--- src/rtl/pdb_pkg.sv ---
// ----------------------------------------------------------------------------
// pdb_pkg
// Shared widths, codes and types of the point decimator.
// ----------------------------------------------------------------------------
`default_nettype none

package pdb_pkg;

   // configuration registers
   localparam int REG_W     = 25;
   localparam int CSR_IDX_W = 1;

   typedef enum logic [CSR_IDX_W-1:0] {
      CSR_POINT_COUNT = 1'b0,
      CSR_BUDGET      = 1'b1
   } pdb_csr_type;

   // pick accumulator width
   localparam int ACC_W = 50;

   // result kinds
   localparam logic KIND_POINT = 1'b0;
   localparam logic KIND_STATS = 1'b1;

   // axis codes
   localparam int         NUM_AXES = 3;
   localparam int         AXIS_W   = 2;
   localparam logic [1:0] AXIS_X   = 2'd0;
   localparam logic [1:0] AXIS_Y   = 2'd1;
   localparam logic [1:0] AXIS_Z   = 2'd2;

   // front-to-back queue
   localparam int QUEUE_DEPTH = 4;
   localparam int Q_PTR_W     = 2;
   localparam int Q_CNT_W     = 3;

   typedef struct packed {
      logic full;
      logic empty;
   } pdb_qstat_type;

endpackage

`default_nettype wire

--- src/rtl/pdb_if.sv ---
// ----------------------------------------------------------------------------
// pdb_req_if / pdb_rsp_if
// Valid/ready channels carrying point beats in and result beats out.
// ----------------------------------------------------------------------------
`default_nettype none

interface pdb_req_if #(parameter int COORD_WIDTH = 32) ();
   logic                          valid;
   logic                          ready;
   logic                          has_point;
   logic signed [COORD_WIDTH-1:0] point_x;
   logic signed [COORD_WIDTH-1:0] point_y;
   logic signed [COORD_WIDTH-1:0] point_z;
   logic                          end_of_cloud;

   modport source (output valid, has_point, point_x, point_y, point_z, end_of_cloud,
                   input  ready);
   modport sink   (input  valid, has_point, point_x, point_y, point_z, end_of_cloud,
                   output ready);
endinterface

interface pdb_rsp_if #(parameter int COORD_WIDTH = 32) ();
   logic                          valid;
   logic                          ready;
   logic                          kind;
   logic signed [COORD_WIDTH-1:0] out_x;
   logic signed [COORD_WIDTH-1:0] out_y;
   logic signed [COORD_WIDTH-1:0] out_z;
   logic [1:0]                    axis;
   logic signed [COORD_WIDTH-1:0] axis_min;
   logic signed [COORD_WIDTH-1:0] axis_max;
   logic signed [COORD_WIDTH-1:0] axis_center;
   logic                          last;

   modport source (output valid, kind, out_x, out_y, out_z, axis, axis_min, axis_max,
                          axis_center, last,
                   input  ready);
   modport sink   (input  valid, kind, out_x, out_y, out_z, axis, axis_min, axis_max,
                          axis_center, last,
                   output ready);
endinterface

`default_nettype wire

--- src/rtl/point_decimator_with_bounds.sv ---
// ----------------------------------------------------------------------------
// point_decimator_with_bounds
// Uniform-stride point cloud decimator with per-axis bounding box.
// ----------------------------------------------------------------------------
//
//   channel   | ports             | direction | beat
//   ----------+-------------------+-----------+------------------------------
//   request   | req_bus (sink)    | in        | one point and/or end marker
//   response  | rsp_bus (source)  | out       | kept point or axis statistics
//   registers | csr_we/index/wdata| in        | point_count, budget writes
//
// A request beat is taken every cycle while the 4-entry work queue has room;
// keep test and bound update finish in the accept cycle.
// The response side puts out one beat per cycle, while work is queued and
// rsp_bus.ready allows, through its output register: a kept point gives one
// beat, an end marker three, a point with end marker four. A result goes
// through the queue and then the output register. Reset is synchronous;
// no clearing pass follows. A stalled response fills the queue, then
// req_bus.ready drops.
`default_nettype none

module point_decimator_with_bounds #(
   parameter int COORD_WIDTH     = 32,
   parameter int MAX_POINTS_LOG2 = 24
) (
   input  logic                          clock,
   input  logic                          reset,
   input  logic                          csr_we,
   input  logic [pdb_pkg::CSR_IDX_W-1:0] csr_index,
   input  logic [pdb_pkg::REG_W-1:0]     csr_wdata,
   pdb_req_if.sink                       req_bus,
   pdb_rsp_if.source                     rsp_bus
);

   // queue entry: keep flag, stats flag, point, per-axis min and max
   localparam int ENTRY_W = 2 + 9 * COORD_WIDTH;

   logic                   push, pop;
   logic [ENTRY_W-1:0]     push_data, head_data;
   pdb_pkg::pdb_qstat_type q_stat;

   // front: registers, keep decision, running bounds
   pdb_front #(
      .COORD_WIDTH     (COORD_WIDTH),
      .MAX_POINTS_LOG2 (MAX_POINTS_LOG2)
   ) u_front (
      .clock     (clock),
      .reset     (reset),
      .csr_we    (csr_we),
      .csr_index (csr_index),
      .csr_wdata (csr_wdata),
      .req       (req_bus),
      .q_stat    (q_stat),
      .push      (push),
      .push_data (push_data)
   );

   // decouples accept from emission so each side stalls on its own
   pdb_queue #(
      .WIDTH (ENTRY_W)
   ) u_queue (
      .clock     (clock),
      .reset     (reset),
      .push      (push),
      .push_data (push_data),
      .pop       (pop),
      .head_data (head_data),
      .q_stat    (q_stat)
   );

   // back: expands each entry into its result beats
   pdb_back #(
      .COORD_WIDTH (COORD_WIDTH)
   ) u_back (
      .clock     (clock),
      .reset     (reset),
      .q_stat    (q_stat),
      .head_data (head_data),
      .pop       (pop),
      .rsp       (rsp_bus)
   );

endmodule

`default_nettype wire

--- src/rtl/pdb_queue.sv ---
// ----------------------------------------------------------------------------
// pdb_queue
// Small register FIFO between the classify front and the emit back.
// ----------------------------------------------------------------------------
`default_nettype none

module pdb_queue #(
   parameter int WIDTH = 8
) (
   input  logic                  clock,
   input  logic                  reset,
   input  logic                  push,
   input  logic [WIDTH-1:0]      push_data,
   input  logic                  pop,
   output logic [WIDTH-1:0]      head_data,
   output pdb_pkg::pdb_qstat_type q_stat
);

   logic [WIDTH-1:0]              mem_ff [pdb_pkg::QUEUE_DEPTH];
   logic [pdb_pkg::Q_PTR_W-1:0]   wr_ptr_ff, wr_ptr_in;
   logic [pdb_pkg::Q_PTR_W-1:0]   rd_ptr_ff, rd_ptr_in;
   logic [pdb_pkg::Q_CNT_W-1:0]   count_ff, count_in;

   always_comb begin
      wr_ptr_in = push ? wr_ptr_ff + pdb_pkg::Q_PTR_W'(1) : wr_ptr_ff;
      rd_ptr_in = pop  ? rd_ptr_ff + pdb_pkg::Q_PTR_W'(1) : rd_ptr_ff;
      count_in  = count_ff;
      if (push && !pop) begin
         count_in = count_ff + pdb_pkg::Q_CNT_W'(1);
      end else if (pop && !push) begin
         count_in = count_ff - pdb_pkg::Q_CNT_W'(1);
      end
   end

   assign head_data    = mem_ff[rd_ptr_ff];
   assign q_stat.full  = (count_ff == pdb_pkg::Q_CNT_W'(pdb_pkg::QUEUE_DEPTH));
   assign q_stat.empty = (count_ff == '0);

   always_ff @(posedge clock) begin
      if (reset) begin
         wr_ptr_ff <= '0;
         rd_ptr_ff <= '0;
         count_ff  <= '0;
      end else begin
         wr_ptr_ff <= wr_ptr_in;
         rd_ptr_ff <= rd_ptr_in;
         count_ff  <= count_in;
      end
   end

   always_ff @(posedge clock) begin
      if (push) begin
         mem_ff[wr_ptr_ff] <= push_data;
      end
   end

endmodule

`default_nettype wire

--- src/rtl/pdb_front.sv ---
// ----------------------------------------------------------------------------
// pdb_front
// Takes point beats, decides keep/drop, tracks per-axis bounds, queues work.
// ----------------------------------------------------------------------------
`default_nettype none

module pdb_front #(
   parameter int COORD_WIDTH     = 32,
   parameter int MAX_POINTS_LOG2 = 24
) (
   input  logic                               clock,
   input  logic                               reset,
   input  logic                               csr_we,
   input  logic [pdb_pkg::CSR_IDX_W-1:0]      csr_index,
   input  logic [pdb_pkg::REG_W-1:0]          csr_wdata,
   pdb_req_if.sink                            req,
   input  pdb_pkg::pdb_qstat_type             q_stat,
   output logic                               push,
   output logic [2+9*COORD_WIDTH-1:0]         push_data
);

   localparam int CNT_W = MAX_POINTS_LOG2 + 1;
   localparam int CMP_W = (CNT_W > pdb_pkg::REG_W) ? CNT_W : pdb_pkg::REG_W;
   localparam int ACC_W = pdb_pkg::ACC_W;
   localparam int REG_W = pdb_pkg::REG_W;
   localparam int NA    = pdb_pkg::NUM_AXES;
   localparam logic [CNT_W-1:0] CNT_MAX = '1;

   typedef struct packed {
      logic                            has_pt;
      logic                            has_stats;
      logic [COORD_WIDTH-1:0]          pt_x;
      logic [COORD_WIDTH-1:0]          pt_y;
      logic [COORD_WIDTH-1:0]          pt_z;
      logic [NA-1:0][COORD_WIDTH-1:0]  mins;
      logic [NA-1:0][COORD_WIDTH-1:0]  maxs;
   } entry_type;

   logic [REG_W-1:0]              point_count_ff, point_count_in;
   logic [REG_W-1:0]              budget_ff, budget_in;
   logic [CNT_W-1:0]              idx_ff, idx_in;
   logic [CNT_W-1:0]              kept_ff, kept_in;
   logic [ACC_W-1:0]              npn_ff, npn_in;
   logic [ACC_W-1:0]              itd_ff, itd_in;
   logic signed [COORD_WIDTH-1:0] min_ff [NA];
   logic signed [COORD_WIDTH-1:0] min_in [NA];
   logic signed [COORD_WIDTH-1:0] max_ff [NA];
   logic signed [COORD_WIDTH-1:0] max_in [NA];
   logic signed [COORD_WIDTH-1:0] min_new [NA];
   logic signed [COORD_WIDTH-1:0] max_new [NA];
   logic signed [COORD_WIDTH-1:0] pt [NA];

   logic             accept;
   logic             keep_all, single, decimating, keep_pt, keep;
   logic             idx_zero, idx_sat, kept_zero, kept_sat, below_budget;
   logic [REG_W-1:0] b_m1, cnt_m1;
   logic [ACC_W-1:0] den, step, npn_cur, itd_cur;
   logic [ACC_W:0]   reach;
   entry_type        entry;

   assign req.ready = !q_stat.full;
   assign accept    = req.valid && req.ready;

   assign pt[0] = req.point_x;
   assign pt[1] = req.point_y;
   assign pt[2] = req.point_z;

   // keep decision
   always_comb begin
      b_m1         = budget_ff - REG_W'(1);
      cnt_m1       = point_count_ff - REG_W'(1);
      keep_all     = (budget_ff == '0) || (point_count_ff <= budget_ff);
      single       = (budget_ff == REG_W'(1));
      decimating   = !keep_all && !single;
      idx_zero     = (idx_ff == '0);
      idx_sat      = (idx_ff == CNT_MAX);
      kept_zero    = (kept_ff == '0);
      kept_sat     = (kept_ff == CNT_MAX);
      below_budget = (CMP_W'(kept_ff) < CMP_W'(budget_ff));
      den          = ACC_W'({b_m1, 1'b0});
      step         = ACC_W'({cnt_m1, 1'b0});
      // accumulator restarts on the first point of a cloud
      npn_cur      = idx_zero ? ACC_W'(b_m1) : npn_ff;
      itd_cur      = idx_zero ? '0 : itd_ff;
      reach        = {1'b0, itd_cur} + {1'b0, den};
      priority if (keep_all) begin
         keep_pt = 1'b1;
      end else if (single) begin
         keep_pt = idx_zero && kept_zero;
      end else begin
         keep_pt = below_budget && ({1'b0, npn_cur} < reach);
      end
      keep = req.has_point && keep_pt;
   end

   // bounds including the current point
   always_comb begin
      for (int a = 0; a < NA; a++) begin
         min_new[a] = min_ff[a];
         max_new[a] = max_ff[a];
         if (keep) begin
            if (kept_zero || (pt[a] < min_ff[a])) min_new[a] = pt[a];
            if (kept_zero || (pt[a] > max_ff[a])) max_new[a] = pt[a];
         end
      end
   end

   // next state
   always_comb begin
      point_count_in = point_count_ff;
      budget_in      = budget_ff;
      idx_in         = idx_ff;
      kept_in        = kept_ff;
      npn_in         = npn_ff;
      itd_in         = itd_ff;
      for (int a = 0; a < NA; a++) begin
         min_in[a] = min_ff[a];
         max_in[a] = max_ff[a];
      end

      if (csr_we) begin
         unique case (pdb_pkg::pdb_csr_type'(csr_index))
            pdb_pkg::CSR_POINT_COUNT: point_count_in = csr_wdata;
            pdb_pkg::CSR_BUDGET:      budget_in      = csr_wdata;
            default:                  point_count_in = point_count_ff;
         endcase
      end

      if (accept) begin
         if (req.has_point) begin
            if (decimating) begin
               npn_in = keep ? npn_cur + step : npn_cur;
               itd_in = idx_sat ? itd_cur : reach[ACC_W-1:0];
            end
            if (keep) begin
               kept_in = kept_sat ? kept_ff : kept_ff + CNT_W'(1);
               for (int a = 0; a < NA; a++) begin
                  min_in[a] = min_new[a];
                  max_in[a] = max_new[a];
               end
            end
            idx_in = idx_sat ? idx_ff : idx_ff + CNT_W'(1);
         end
         if (req.end_of_cloud) begin
            idx_in  = '0;
            kept_in = '0;
            itd_in  = '0;
            npn_in  = (budget_ff != '0) ? ACC_W'(b_m1) : '0;
            for (int a = 0; a < NA; a++) begin
               min_in[a] = '0;
               max_in[a] = '0;
            end
         end
      end
   end

   always_comb begin
      entry.has_pt    = keep;
      entry.has_stats = req.end_of_cloud;
      entry.pt_x      = req.point_x;
      entry.pt_y      = req.point_y;
      entry.pt_z      = req.point_z;
      for (int a = 0; a < NA; a++) begin
         entry.mins[a] = min_new[a];
         entry.maxs[a] = max_new[a];
      end
   end

   assign push      = accept && (keep || req.end_of_cloud);
   assign push_data = entry;

   always_ff @(posedge clock) begin
      if (reset) begin
         point_count_ff <= '0;
         budget_ff      <= '0;
         idx_ff         <= '0;
         kept_ff        <= '0;
         npn_ff         <= '0;
         itd_ff         <= '0;
         for (int a = 0; a < NA; a++) begin
            min_ff[a] <= '0;
            max_ff[a] <= '0;
         end
      end else begin
         point_count_ff <= point_count_in;
         budget_ff      <= budget_in;
         idx_ff         <= idx_in;
         kept_ff        <= kept_in;
         npn_ff         <= npn_in;
         itd_ff         <= itd_in;
         for (int a = 0; a < NA; a++) begin
            min_ff[a] <= min_in[a];
            max_ff[a] <= max_in[a];
         end
      end
   end

endmodule

`default_nettype wire

--- src/rtl/pdb_back.sv ---
// ----------------------------------------------------------------------------
// pdb_back
// Drains queued work into result beats: point, then x/y/z statistics.
// ----------------------------------------------------------------------------
`default_nettype none

module pdb_back #(
   parameter int COORD_WIDTH = 32
) (
   input  logic                        clock,
   input  logic                        reset,
   input  pdb_pkg::pdb_qstat_type      q_stat,
   input  logic [2+9*COORD_WIDTH-1:0]  head_data,
   output logic                        pop,
   pdb_rsp_if.source                   rsp
);

   localparam int NA     = pdb_pkg::NUM_AXES;
   localparam int AXIS_W = pdb_pkg::AXIS_W;

   typedef struct packed {
      logic                            has_pt;
      logic                            has_stats;
      logic [COORD_WIDTH-1:0]          pt_x;
      logic [COORD_WIDTH-1:0]          pt_y;
      logic [COORD_WIDTH-1:0]          pt_z;
      logic [NA-1:0][COORD_WIDTH-1:0]  mins;
      logic [NA-1:0][COORD_WIDTH-1:0]  maxs;
   } entry_type;

   typedef struct packed {
      logic                   kind;
      logic [COORD_WIDTH-1:0] out_x;
      logic [COORD_WIDTH-1:0] out_y;
      logic [COORD_WIDTH-1:0] out_z;
      logic [AXIS_W-1:0]      axis;
      logic [COORD_WIDTH-1:0] axis_min;
      logic [COORD_WIDTH-1:0] axis_max;
      logic [COORD_WIDTH-1:0] axis_center;
      logic                   last;
   } beat_type;

   entry_type              head;
   beat_type               beat_ff, beat_in;
   logic                   valid_ff, valid_in;
   logic                   pt_done_ff, pt_done_in;
   logic [AXIS_W-1:0]      axis_ff, axis_in;
   logic                   load, emit, emit_pt;
   logic [COORD_WIDTH-1:0] sel_min, sel_max;
   logic [COORD_WIDTH:0]   mid_sum;

   assign head = entry_type'(head_data);

   always_comb begin
      unique case (axis_ff)
         pdb_pkg::AXIS_X: begin
            sel_min = head.mins[0];
            sel_max = head.maxs[0];
         end
         pdb_pkg::AXIS_Y: begin
            sel_min = head.mins[1];
            sel_max = head.maxs[1];
         end
         pdb_pkg::AXIS_Z: begin
            sel_min = head.mins[2];
            sel_max = head.maxs[2];
         end
         default: begin
            sel_min = '0;
            sel_max = '0;
         end
      endcase
      // floor of the mean: sign-extended sum, drop the low bit
      mid_sum = {sel_min[COORD_WIDTH-1], sel_min} + {sel_max[COORD_WIDTH-1], sel_max};
   end

   always_comb begin
      load    = !valid_ff || rsp.ready;
      emit    = !q_stat.empty && load;
      emit_pt = head.has_pt && !pt_done_ff;
      pop     = emit && (emit_pt ? !head.has_stats : (axis_ff == pdb_pkg::AXIS_Z));

      valid_in   = emit || (valid_ff && !rsp.ready);
      pt_done_in = pt_done_ff;
      axis_in    = axis_ff;
      if (pop) begin
         pt_done_in = 1'b0;
         axis_in    = pdb_pkg::AXIS_X;
      end else if (emit && emit_pt) begin
         pt_done_in = 1'b1;
      end else if (emit) begin
         axis_in = axis_ff + AXIS_W'(1);
      end

      beat_in = beat_ff;
      if (emit) begin
         if (emit_pt) begin
            beat_in.kind        = pdb_pkg::KIND_POINT;
            beat_in.out_x       = head.pt_x;
            beat_in.out_y       = head.pt_y;
            beat_in.out_z       = head.pt_z;
            beat_in.axis        = pdb_pkg::AXIS_X;
            beat_in.axis_min    = '0;
            beat_in.axis_max    = '0;
            beat_in.axis_center = '0;
            beat_in.last        = 1'b0;
         end else begin
            beat_in.kind        = pdb_pkg::KIND_STATS;
            beat_in.out_x       = '0;
            beat_in.out_y       = '0;
            beat_in.out_z       = '0;
            beat_in.axis        = axis_ff;
            beat_in.axis_min    = sel_min;
            beat_in.axis_max    = sel_max;
            beat_in.axis_center = mid_sum[COORD_WIDTH:1];
            beat_in.last        = (axis_ff == pdb_pkg::AXIS_Z);
         end
      end
   end

   always_ff @(posedge clock) begin
      if (reset) begin
         valid_ff   <= 1'b0;
         pt_done_ff <= 1'b0;
         axis_ff    <= pdb_pkg::AXIS_X;
      end else begin
         valid_ff   <= valid_in;
         pt_done_ff <= pt_done_in;
         axis_ff    <= axis_in;
      end
   end

   always_ff @(posedge clock) begin
      beat_ff <= beat_in;
   end

   assign rsp.valid       = valid_ff;
   assign rsp.kind        = beat_ff.kind;
   assign rsp.out_x       = beat_ff.out_x;
   assign rsp.out_y       = beat_ff.out_y;
   assign rsp.out_z       = beat_ff.out_z;
   assign rsp.axis        = beat_ff.axis;
   assign rsp.axis_min    = beat_ff.axis_min;
   assign rsp.axis_max    = beat_ff.axis_max;
   assign rsp.axis_center = beat_ff.axis_center;
   assign rsp.last        = beat_ff.last;

endmodule

`default_nettype wire

--- src/flat_wrapper.sv ---
// flat-port wrapper written by rule: the top's interface ports become plain ports
module point_decimator_with_bounds_flat 
#(
   parameter int COORD_WIDTH     = 32,
   parameter int MAX_POINTS_LOG2 = 24
)
  (clock, reset, csr_we, csr_index, csr_wdata, req_bus_valid, req_bus_has_point, req_bus_point_x, req_bus_point_y, req_bus_point_z, req_bus_end_of_cloud, req_bus_ready, rsp_bus_valid, rsp_bus_kind, rsp_bus_out_x, rsp_bus_out_y, rsp_bus_out_z, rsp_bus_axis, rsp_bus_axis_min, rsp_bus_axis_max, rsp_bus_axis_center, rsp_bus_last, rsp_bus_ready);
  pdb_req_if #(.COORD_WIDTH(COORD_WIDTH)) req_bus_i ();
  pdb_rsp_if #(.COORD_WIDTH(COORD_WIDTH)) rsp_bus_i ();
  input  logic clock;
  input  logic reset;
  input  logic csr_we;
  input  logic [pdb_pkg::CSR_IDX_W-1:0] csr_index;
  input  logic [pdb_pkg::REG_W-1:0] csr_wdata;
  input wire logic [$bits(req_bus_i.valid)-1:0] req_bus_valid;
  input wire logic [$bits(req_bus_i.has_point)-1:0] req_bus_has_point;
  input wire logic [$bits(req_bus_i.point_x)-1:0] req_bus_point_x;
  input wire logic [$bits(req_bus_i.point_y)-1:0] req_bus_point_y;
  input wire logic [$bits(req_bus_i.point_z)-1:0] req_bus_point_z;
  input wire logic [$bits(req_bus_i.end_of_cloud)-1:0] req_bus_end_of_cloud;
  output wire logic [$bits(req_bus_i.ready)-1:0] req_bus_ready;
  output wire logic [$bits(rsp_bus_i.valid)-1:0] rsp_bus_valid;
  output wire logic [$bits(rsp_bus_i.kind)-1:0] rsp_bus_kind;
  output wire logic [$bits(rsp_bus_i.out_x)-1:0] rsp_bus_out_x;
  output wire logic [$bits(rsp_bus_i.out_y)-1:0] rsp_bus_out_y;
  output wire logic [$bits(rsp_bus_i.out_z)-1:0] rsp_bus_out_z;
  output wire logic [$bits(rsp_bus_i.axis)-1:0] rsp_bus_axis;
  output wire logic [$bits(rsp_bus_i.axis_min)-1:0] rsp_bus_axis_min;
  output wire logic [$bits(rsp_bus_i.axis_max)-1:0] rsp_bus_axis_max;
  output wire logic [$bits(rsp_bus_i.axis_center)-1:0] rsp_bus_axis_center;
  output wire logic [$bits(rsp_bus_i.last)-1:0] rsp_bus_last;
  input wire logic [$bits(rsp_bus_i.ready)-1:0] rsp_bus_ready;
  assign req_bus_i.valid = req_bus_valid;
  assign req_bus_i.has_point = req_bus_has_point;
  assign req_bus_i.point_x = req_bus_point_x;
  assign req_bus_i.point_y = req_bus_point_y;
  assign req_bus_i.point_z = req_bus_point_z;
  assign req_bus_i.end_of_cloud = req_bus_end_of_cloud;
  assign req_bus_ready = req_bus_i.ready;
  assign rsp_bus_valid = rsp_bus_i.valid;
  assign rsp_bus_kind = rsp_bus_i.kind;
  assign rsp_bus_out_x = rsp_bus_i.out_x;
  assign rsp_bus_out_y = rsp_bus_i.out_y;
  assign rsp_bus_out_z = rsp_bus_i.out_z;
  assign rsp_bus_axis = rsp_bus_i.axis;
  assign rsp_bus_axis_min = rsp_bus_i.axis_min;
  assign rsp_bus_axis_max = rsp_bus_i.axis_max;
  assign rsp_bus_axis_center = rsp_bus_i.axis_center;
  assign rsp_bus_last = rsp_bus_i.last;
  assign rsp_bus_i.ready = rsp_bus_ready;
  point_decimator_with_bounds #(.COORD_WIDTH(COORD_WIDTH), .MAX_POINTS_LOG2(MAX_POINTS_LOG2)) u_core (.clock(clock), .reset(reset), .csr_we(csr_we), .csr_index(csr_index), .csr_wdata(csr_wdata), .req_bus(req_bus_i), .rsp_bus(rsp_bus_i));
endmodule
--- config.mk ---
export PLATFORM = sky130hd
export DESIGN_NAME = point_decimator_with_bounds_flat
export DESIGN_NICKNAME = d
export VERILOG_FILES = /design/src/rtl/pdb_pkg.sv /design/src/rtl/pdb_if.sv /design/src/rtl/point_decimator_with_bounds.sv /design/src/rtl/pdb_queue.sv /design/src/rtl/pdb_front.sv /design/src/rtl/pdb_back.sv /design/src/flat_wrapper.sv
export SDC_FILE = /design/constraint.sdc
export NUM_CORES = 2
export LEC_CHECK = 0
export BUFFER_PORTS_ARGS = -buffer_cell sky130_fd_sc_hd__buf_2
export CORE_AREA = 2 2 389 391
export DETAILED_ROUTE_END_ITERATION = 16
export DIE_AREA = 0 0 391 393
export PLACE_DENSITY_LB_ADDON = 0.05
export SYNTH_ARGS = -nofsm -noshare
export SYNTH_HDL_FRONTEND = slang
export SYNTH_HIERARCHICAL = 1
export SYNTH_SLANG_ARGS = --single-unit
export TNS_END_PERCENT = 1
--- constraint.sdc ---
create_clock -name clock -period 14.4 [get_ports clock]
set_input_delay 2.88 -clock clock [delete_from_list [all_inputs] [get_ports clock]]
set_output_delay 2.88 -clock clock [all_outputs]
set_load 0.02 [all_outputs]
==> impl_results.rst <==
.. list-table::
   :header-rows: 1

   * - Metric
     - Value
   * - Leakage power total
     - 32.4 nW
   * - Final-layout fill cell count
     - 11600
   * - Power density cells
     - 190 nW/um2
   * - RSZ-0062 raised after global routing
     - false
   * - Power dissipated by switching net loads
     - 5.91 mW
   * - Remaining max-slew budget at the tightest pin
     - 0.170
   * - Data required time of the critical path
     - 14.82 ns
   * - Proportion of power drawn by flip-flops and latches
     - 0.401
   * - Share of the yosys chip area belonging to registers
     - 0.596
   * - Cell Rows
     - 142
   * - Worst Max-Slew Pin Slew
     - 1.25 ns
   * - Count of input and output buffers
     - 326
   * - Leading cell types in the layout, fill and taps excluded
     - 1356 x edfxtp_1, 403 x dfxtp_1, 375 x ha_1, 365 x nand2_1, 325 x buf_2
   * - Total nets after synthesis
     - 6465
   * - Pin count of the biggest net entering global routing
     - 98
   * - Share of final-layout standard cells stronger than drive strength 1
     - 0.198
   * - Endpoints failing setup
     - 0
   * - Clock skew after layout
     - 0.0411 ns
   * - Wire length of the first global-routing pass
     - 333000 um
   * - Worst Setup End Kind
     - flip-flop
   * - Total number of vias
     - 51700
   * - Number of detailed-routing iterations run before antenna repair
     - 8
   * - Period Utilization, post-route
     - 0.740
   * - Number of standard cells in the layout, taps in and fillers out
     - 8280
   * - Leftover overflow at the end of global routing
     - 0
   * - Die Y
     - 393 um
   * - Portion of total power attributed to the clock network
     - 0.279
   * - Area growth syn-to-layout
     - 11.1%
   * - Top fanout value on the critical path
     - 56
   * - I/O pin count
     - 327
   * - PnR worst setup slack
     - 3.74 ns
   * - Combinational group share of total power
     - 0.320
   * - Number of clock buffers inserted by TritonCTS
     - 182
   * - Antenna violations before repair
     - 5
   * - Highest cell delay on the worst timing path
     - 0.93 ns
   * - Mean instance size in the synthesized netlist
     - 13.8 um2
   * - Area of placed instances
     - 84900 um2
   * - Warning count from the yosys run
     - 6
   * - Min cycle time layout
     - 10.66 ns
   * - DIE WIDTH
     - 391 um
   * - Wire length per cell after detailed routing
     - 27.4 um
   * - Number of global-route vias before repair
     - 49900
   * - Final std cell area, no fill
     - 91100 um2
   * - Violation count after the first detailed-route iteration
     - 5335
   * - Global routing usage summed across all routing layers
     - 0.294
   * - Synth Instances
     - 5953
   * - End of the worst hold path
     - u_core/u_front/npn_ff[48]
   * - Number of failing hold endpoints at the final stage
     - 0
   * - Total core area
     - 149000 um2
   * - Buffer count from post-CTS setup fixing
     - 0
   * - Worst path arrival time
     - 11.08 ns
   * - Starting density of the core
     - 0.549
   * - Post-DR vias/cell
     - 6.24
   * - Total power of the final layout
     - 17.3 mW
   * - VDD IR-drop max
     - 0.117 mV
   * - Clock sink total
     - 1761
   * - Run status
     - completed
   * - Final antenna-violating net count
     - 0
   * - Flip-flop and latch count after synthesis
     - 1761
   * - Worst R2R Start
     - u_core/u_front/idx_ff[0]
   * - Highest clock frequency the design can meet
     - 93.8 MHz
   * - Pre-CTS setup slack
     - 3.88 ns
   * - Share of async-settable or async-resettable flops after synthesis
     - 0
   * - Reg2reg path depth
     - 33
   * - Leading cell type in the layout, fill and taps excluded
     - edfxtp_1
   * - Net count reported at finish
     - 6687
   * - Buffer type at the clock tree root
     - clkbuf_16
   * - Clock network latency to the later pin of the worst-skew pair
     - 0.81 ns
   * - TritonCTS clock tree
     - yes
   * - Power Internal
     - 11.4 mW
   * - Switch share
     - 0.342
   * - Hold path startpoint
     - u_core/u_front/npn_ff[48]
   * - Internal reg-to-reg setup slack
     - 3.74 ns
   * - Number of levels the H-tree was split into
     - 4
   * - Utilization after layout
     - 0.610
   * - Global placement routability congestion
     - 0.905
   * - Hold-fix buffers, CTS
     - 0
   * - Worst min-delay path class
     - flip-flop to flip-flop
   * - Crit Path Class
     - flip-flop to flip-flop
   * - Number of max-slew violations in the final report
     - 0
   * - Number of flops mapped to enable cells by yosys
     - 1356
   * - Startpoint type of the worst setup path
     - flip-flop
   * - Post-Route WL
     - 227000 um
   * - Clk pin slew, worst setup/hold paths
     - 0.06 ns
   * - Number of cells upsized or downsized after cts
     - 0
   * - HPWL Detailed
     - 157000 um
   * - Slowest library cell on the worst path
     - and2_4
   * - Endpoint of the worst-slack reg-to-reg timing path
     - u_core/u_queue/mem_ff[0][199]
   * - DRC violations left
     - 0
   * - Max cap viols
     - 0
   * - Cell total after placement
     - 7935
   * - Overall die area
     - 154000 um2
   * - Number of cells traversed by the worst hold path
     - 2
   * - CTS Buffer Depth
     - 3
   * - Cell area after technology mapping
     - 81900 um2
   * - Unique cell type count in the Yosys netlist
     - 99
   * - Top FF cell, synth
     - edfxtp_1
cells in the mapped netlist, types with 144 or more instances:
library cell	instances	area share
edfxtp_1	1356	0.50
dfxtp_1	405	0.099
ha_1	379	0.058
nand2_1	366	0.017
nor2_1	325	0.015
inv_1	297	0.014
mux4_2	290	0.080
a21oi_1	279	0.017
a22o_1	194	0.021
mux2_2	187	0.026
and2_1	158	0.012
clkbuf_1	144	0.0066
area by class of cell:
type                            count  area (um2)  area share
Clock buffer                      240        4920      0.0540
Inverter                          299        1120      0.0124
Timing Repair Buffer              418        2400      0.0264
Clock inverter                    104        1280      0.0140
Antenna cell                        1        2.50   0.0000275
Multi-Input combinational cell   3513       30100       0.330
Sequential cell                  1761       48800       0.536
Tap cell                         1944        2430      0.0267
power groups by stage:
stage | logic, mW | clock network, mW | registers [mW]
final | 5.54 | 4.83 | 6.93
after global routing | 5.95 | 5.11 | 7.01
after CTS | 5.55 | 4.91 | 6.94
after detailed placement | 5.53 | 0 | 7.04
after global placement | 5.50 | 0 | 7.02
after floorplan | 3.21 | 0 | 7.51
cell families (layout without fill, tap and decap cells):
group	after synthesis	count (layout)	share of synthesized area
other	0	1	0
AOI/OAI and AO/OA	1133	1133	0.0996
DFF	1761	1761	0.596
and+or+nand+nor	1335	1335	0.0808
xor gates and xnor gates	167	167	0.0189
adders and majority gates	385	385	0.0591
buffers and inverters	679	1061	0.0385
muxes	493	493	0.107
flip-flops by register name, indices dropped and copies added (netlist names), 3 cells and up, named ones only:
signal and flops:
u_core/u_back/rsp.out_x 32, u_core/u_queue/mem_ff 1160, u_core/u_back/rsp.axis_center 32, u_core/u_front/budget_ff 25
u_core/u_front/max_ff 96, u_core/u_front/kept_ff 25, u_core/u_front/idx_ff 25, u_core/u_front/itd_ff 50
u_core/u_front/point_count_ff 25, u_core/u_queue/count_ff 3, u_core/u_back/rsp.axis_min 32, u_core/u_back/rsp.out_z 32
u_core/u_back/rsp.out_y 32, u_core/u_front/min_ff 96, u_core/u_front/npn_ff 50, u_core/u_back/rsp.axis_max 32
layer usage:
| layer | up-vias | part of all wire | global-route usage |
|---|---|---|---|
| met4 | 4 | 0.027 | 0.0821 |
| li1 | 23400 | - | - |
| met1 | 26100 | 0.43 | 0.416 |
| met2 | 1866 | 0.48 | 0.478 |
| met3 | 314 | 0.063 | 0.0412 |
| met5 | - | 0.00012 | 0 |
worst max-delay path, delay by kind of cell, from the launching register on:
kind            cells  cell delay [ns]
simple gates       12             3.79
compound gates     13             3.42
buf+inv             4             1.51
fa+ha+maj           3             0.90
flops               1             0.32
xor+xnor            1             0.22
metrics by stage:
step / TNS, ns / hold slack, ns
final: 0 / 0.454
after floorplan: -205.45 / 0.417
after CTS: 0 / 0.453
after global routing: 0 / 0.487
after global placement: 0 / 0.435
after detailed placement: 0 / 0.436
worst max-delay path by stage:
stage / start / to / cells after the start
detailed placement: u_core/u_front/idx_ff[0] / u_core/u_queue/mem_ff[0][226] / 33
floorplan: u_core/u_front/idx_ff[0] / u_core/u_queue/mem_ff[2][0] / 36
global placement: u_core/u_front/idx_ff[0] / u_core/u_queue/mem_ff[0][226] / 33
CTS: u_core/u_front/idx_ff[0] / u_core/u_queue/mem_ff[0][273] / 33
global route: u_core/u_front/idx_ff[0] / u_core/u_queue/mem_ff[0][199] / 31
finish: u_core/u_front/idx_ff[0] / u_core/u_queue/mem_ff[0][199] / 33
Note: power is estimated with default switching activity, not from simulation.
